$ cat config.mk
export PLATFORM = sky130hd
export DESIGN_NAME = ipt_dist_pipe
export DESIGN_NICKNAME = d
export VERILOG_FILES = /design/src/rtl/ipt_pkg.sv /design/src/rtl/ipt_dist_pipe.sv
export SDC_FILE = /design/constraint.sdc
export NUM_CORES = 2
export LEC_CHECK = 0
export BUFFER_PORTS_ARGS = -buffer_cell sky130_fd_sc_hd__buf_2
export CAP_MARGIN = 15
export CORE_MARGIN = 2
export CORE_UTILIZATION = 40
export CTS_CLUSTER_DIAMETER = 120
export DETAILED_ROUTE_END_ITERATION = 7
export GPL_ROUTABILITY_DRIVEN = 0
export HOLD_SLACK_MARGIN = 0.03
export PLACE_DENSITY = 0.57
export SYNTH_ARGS = -nofsm -noshare
export SYNTH_HDL_FRONTEND = slang
export SYNTH_SLANG_ARGS = --single-unit
$ cat constraint.sdc
create_clock -name clk -period 10.5 [get_ports clk]
set_input_delay 0.525 -clock clk [delete_from_list [all_inputs] [get_ports clk]]
set_output_delay 0.525 -clock clk [all_outputs]
set_load 0.01 [all_outputs]
$ cat src/rtl/ipt_pkg.sv
// Shared types and constants for the impulse priority table.
// Payload structs, stored entry layout, command/action/register codes.
// No dependencies.
package ipt_pkg;

  localparam int DEFAULT_TABLE_DEPTH = 16;
  localparam int SLOT_W              = 4;
  localparam int CFG_IDX_W           = 3;

  // Q16.16 filter limits
  localparam logic signed [31:0] STR_FLOOR_HI = 32'sd655;
  localparam logic signed [31:0] STR_FLOOR_LO = -32'sd655;
  localparam logic signed [32:0] HEIGHT_ABOVE = 33'sd196608;
  localparam logic signed [32:0] HEIGHT_BELOW = -33'sd262144;

  typedef enum logic {
    CMD_ADD   = 1'b0,
    CMD_FLUSH = 1'b1
  } cmd_e;

  typedef enum logic [2:0] {
    ACT_REJECT      = 3'd0,
    ACT_APPEND      = 3'd1,
    ACT_NEARER      = 3'd2,
    ACT_WEAKEST     = 3'd3,
    ACT_DROP        = 3'd4,
    ACT_FLUSHED     = 3'd5,
    ACT_FLUSH_EMPTY = 3'd6
  } action_e;

  typedef enum logic [CFG_IDX_W-1:0] {
    REG_SURFACE_Y    = 3'd0,
    REG_BOX_MIN_X    = 3'd1,
    REG_BOX_MAX_X    = 3'd2,
    REG_BOX_MIN_Z    = 3'd3,
    REG_BOX_MAX_Z    = 3'd4,
    REG_CENTER_X     = 3'd5,
    REG_CENTER_Z     = 3'd6,
    REG_WAKE_ENABLED = 3'd7
  } cfg_reg_e;

  typedef struct packed {
    logic               command;
    logic signed [31:0] pos_x;
    logic signed [31:0] pos_y;
    logic signed [31:0] pos_z;
    logic signed [31:0] strength;
  } req_t;

  typedef struct packed {
    logic [2:0]         action;
    logic [SLOT_W-1:0]  slot;
    logic signed [31:0] entry_x;
    logic signed [31:0] entry_y;
    logic signed [31:0] entry_z;
    logic signed [31:0] entry_strength;
    logic               last;
  } rsp_t;

  typedef struct packed {
    logic signed [31:0] x;
    logic signed [31:0] y;
    logic signed [31:0] z;
    logic signed [31:0] s;
  } entry_t;

  typedef struct packed {
    logic valid;
    logic is_new;
    logic kill;
  } pipe_ctl_t;

  typedef struct packed {
    logic        valid;
    logic        is_new;
    logic [64:0] dsq;
    logic [31:0] str;
  } dist_res_t;

endpackage

$ cat src/rtl/ipt_dist_pipe.sv
// Three-stage distance/strength pipe: |dx|,|dz|,|s| -> squares -> squared distance.
// Takes either the pending impulse or the memory read data.
// Depends on ipt_pkg.
module ipt_dist_pipe import ipt_pkg::*; #(
  parameter int  DEPTH = DEFAULT_TABLE_DEPTH,
  localparam int AW    = (DEPTH > 1) ? $clog2(DEPTH) : 1
) (
  input  logic               clk,
  input  logic               rst,
  input  pipe_ctl_t          ctl,
  input  logic [AW-1:0]      in_idx,
  input  entry_t             item,
  input  entry_t             rd_data,
  input  logic signed [31:0] center_x,
  input  logic signed [31:0] center_z,
  output dist_res_t          res,
  output logic [AW-1:0]      res_idx
);

  logic          a_valid, a_new;
  logic [AW-1:0] a_idx;
  logic          b_valid, b_new;
  logic [AW-1:0] b_idx;
  logic [31:0]   b_ax, b_az, b_es;
  logic          c_valid, c_new;
  logic [AW-1:0] c_idx;
  logic [63:0]   c_pa, c_pb;
  logic [31:0]   c_es;

  entry_t             src;
  logic signed [32:0] dx, dz, dx_neg, dz_neg;
  logic [31:0]        ax, az, es, s_neg;
  logic [63:0]        pa, pb;

  // stage A: memory data arrives here in the cycle after the read
  always_comb begin
    src    = a_new ? item : rd_data;
    dx     = $signed({center_x[31], center_x}) - $signed({src.x[31], src.x});
    dz     = $signed({center_z[31], center_z}) - $signed({src.z[31], src.z});
    dx_neg = -dx;
    dz_neg = -dz;
    ax     = dx[32] ? dx_neg[31:0] : dx[31:0];
    az     = dz[32] ? dz_neg[31:0] : dz[31:0];
    s_neg  = ~src.s + 32'd1;
    es     = src.s[31] ? s_neg : src.s;
  end

  assign pa = b_ax * b_ax;
  assign pb = b_az * b_az;

  always_ff @(posedge clk) begin
    if (rst || ctl.kill) begin
      a_valid <= 1'b0;
      b_valid <= 1'b0;
      c_valid <= 1'b0;
    end else begin
      a_valid <= ctl.valid;
      b_valid <= a_valid;
      c_valid <= b_valid;
    end
    a_new <= ctl.is_new;
    a_idx <= in_idx;
    b_new <= a_new;
    b_idx <= a_idx;
    b_ax  <= ax;
    b_az  <= az;
    b_es  <= es;
    c_new <= b_new;
    c_idx <= b_idx;
    c_pa  <= pa;
    c_pb  <= pb;
    c_es  <= b_es;
  end

  assign res.valid  = c_valid;
  assign res.is_new = c_new;
  assign res.dsq    = {1'b0, c_pa} + {1'b0, c_pb};
  assign res.str    = c_es;
  assign res_idx    = c_idx;

endmodule

==> run_results.csv <==
group,metric,value,unit
synth,netlist_instances,8007,
routing,drt-wirelength-per-cell,19.04,microns
synth,seq_area_frac_synth,7.342,%
floorplanning,die_y,434.6,microns
timing,min_period_over_period,86.74,%
setup_path,cp-end-kind,"flip-flop",
setup_path,worstSetupStartpointType,"flip-flop",
layout,final_layout_size_suffix_gt1_share,7.607,%
timing,fmax,109.8,MHz
timing,final.setup.tns,0,ps
layout,syn_to_final_growth,7.885,%
run_status,status,"finished, final reports clean",
routing,drt_iter0_drc,3145,
synth,synthesis.area,74170,sq um
layout,mostFrequentLayoutCell,"inv_1",
routing,wl,204.5,mm
synth,ys_ff_latch,272,
clock_tree,clk_latency,620,ps
setup_path,required,10990,ps
clock_tree,cts_root_buf,"clkbuf_16",
routing,num_vias,54217,
clock_tree,cts_setup_buffers,0,
timing,drv_slew,0,
layout,multiInputGateArea,60080,sq um
clock_tree,cts_sinks,272,
synth,async_flop_share,0,%
synth,yosysWarnings,0,
timing,finalSetupViolCount,0,
synth,synth-edff-count,0,
synth,ys_types,99,
floorplanning,core_area,184800,sq um
clock_tree,holdBufCountCts,5,
synth,synth_flop_cell,"dfxtp_1",
global_routing,grt_overflow,0,
job,drv_cap,0,
synth,syn_avg_cell_area,9.263,sq um
clock_tree,clkSlewWorstSetupHoldPaths,60,ps
clock_tree,cts_tree,"done",
global_routing,antenna_found_initial,12,
setup_path,crit_type,"reg2reg",
clock_tree,clockBufferDepth,3,
global_routing,grt_pass1_vias,59027,
floorplanning,die_width,434.6,microns
routing,first_pass_iters,5,
layout,final_cell_mix,"inv_1, fa_1, ha_1",
placement,hpwl,173.8,mm
layout,nNetsFinal,10868,
timing,slew_headroom,23.42,%
floorplanning,initial_core_util,40.13,%
floorplanning,dieArea,188900,sq um
timing,finClkSkew,65.28,ps
global_routing,track_usage,22.43,%
floorplanning,io_pins,432,
clock_tree,cts-resized-gates,0,
clock_tree,h-tree-depth,2,
global_routing,grt_first_pass_wirelength,327.4,mm
routing,vias_per_cell,5.049,
hold_path,hold_path_class,"in2reg",
routing,drcViolationCount,0,
setup_path,cp_max_fo,24,
timing,worst_pin_slew,1147,ps
layout,fillers,18148,
timing,finalCriticalPeriod,9107,ps
floorplanning,rows,158,
timing,rsz0062_at_grt,"false",
routing,ant_nets,0,
setup_path,crit_arrival,9590,ps
synth,syn_nets,10646,
placement,numPortBuffers,367,
clock_tree,cts_buffers,36,
global_routing,grt_max_degree,53,
layout,regArea,5459,sq um
timing,hold_viol_final,0,
[registers in the layout (all words and copies together) (netlist names), 4 cells and up]
| signal | cells |
|---|---|
| b_az | 32 |
| c_pa | 63 |
| b_es | 32 |
| c_pb | 63 |
| res_idx | 4 |
| b_ax | 32 |
| a_idx | 4 |
| b_idx | 4 |
| c_es | 32 |
[cell usage after synthesis, drive strengths merged (96+ instances only)]
cell type / instances / area [sq um]
nor2: 217 / 814.5
nand2: 641 / 2409
clkbuf: 265 / 994.7
inv: 2008 / 7537
xor2: 174 / 1524
mux2i: 96 / 960.9
o21ai: 167 / 843.3
a21o: 146 / 1096
dfxtp: 272 / 5445
and2: 490 / 3068
fa: 1585 / 31730
ha: 725 / 9071
xnor2: 215 / 1883
a21oi: 258 / 1291
[layer usage]
| layer | track usage [%] | vias up | wire length (microns) |
|---|---|---|---|
| met1 | 29.90 | 27503 | 87700 |
| met4 | 8.373 | 6 | 8769 |
| met5 | 0 | - | 34 |
| li1 | - | 24901 | - |
| met3 | 3.121 | 252 | 12230 |
| met2 | 37.09 | 1555 | 95740 |
[critical path, stage by stage, from the launching register on]
cell and delay (ps):
dfxtp_1 820, buf_4 460, and2_1 300, fa_1 480, fa_1 510, fa_1 560
inv_1 70, fa_1 530, inv_1 50, fa_1 450, ha_1 300, fa_1 500
fa_1 410, ha_1 440, nand4_1 110, o21bai_1 160, o21ai_0 510, nand3b_1 270
a211oi_1 810, o21bai_1 240, a2111oi_0 630, or2_2 230, o211ai_1 100
[final timing paths]
| kind | start | to | slack [ps] | cells after the start |
|---|---|---|---|---|
| max | b_az[3] | c_pb[63] | 1390 | 22 |
| min reg2reg | b_es[5] | c_es[5] | 320 | 0 |
| min | ctl[2] | a_valid | 150 | 2 |
| max reg2reg | b_az[3] | c_pb[63] | 1390 | 22 |
[stage by stage]
| step | instance area [sq um] | cells | utilization (%) | hold WS [ps] | setup slack, ps |
|---|---|---|---|---|---|
| after floorplan | 74170 | 8007 | - | 309.6 | 2806 |
| after global placement | 78780 | 10666 | 42.62 | 309.6 | 1556 |
| after detailed placement | 78780 | 10666 | 42.62 | 312.1 | 1515 |
| after CTS | 80010 | 10736 | 43.29 | 114.6 | 1448 |
| after global routing | 80010 | 10737 | 43.29 | 133.1 | 966.2 |
| final | 80020 | 10739 | 43.29 | 154.6 | 1393 |
[kinds of logic after synthesis]
group	count (synthesis)	share of synthesized area [%]
buffers and inverters	2295	11.66
flip-flops	272	7.342
AO/OA/AOI/OAI	936	8.487
multiplexers	104	1.417
AND/OR/NAND/NOR	1700	11.46
adder cells (fa/ha/maj)	2310	55.01
XOR/XNOR	390	4.624
[layout make-up]
type                       instances  share of cell area [%]
multi-input combinational       5440                   75.08
inverter                        2008                   9.419
sequential                       272                   6.822
tap                             2480                   3.878
timing repair buffer             471                   3.318
clock buffer                      44                   1.213
clock inverter                    21                  0.2627
antenna                            3                0.009382
Power is not shown: default switching activity piles up to over one toggle a cycle in this logic, so the estimate is an artifact.
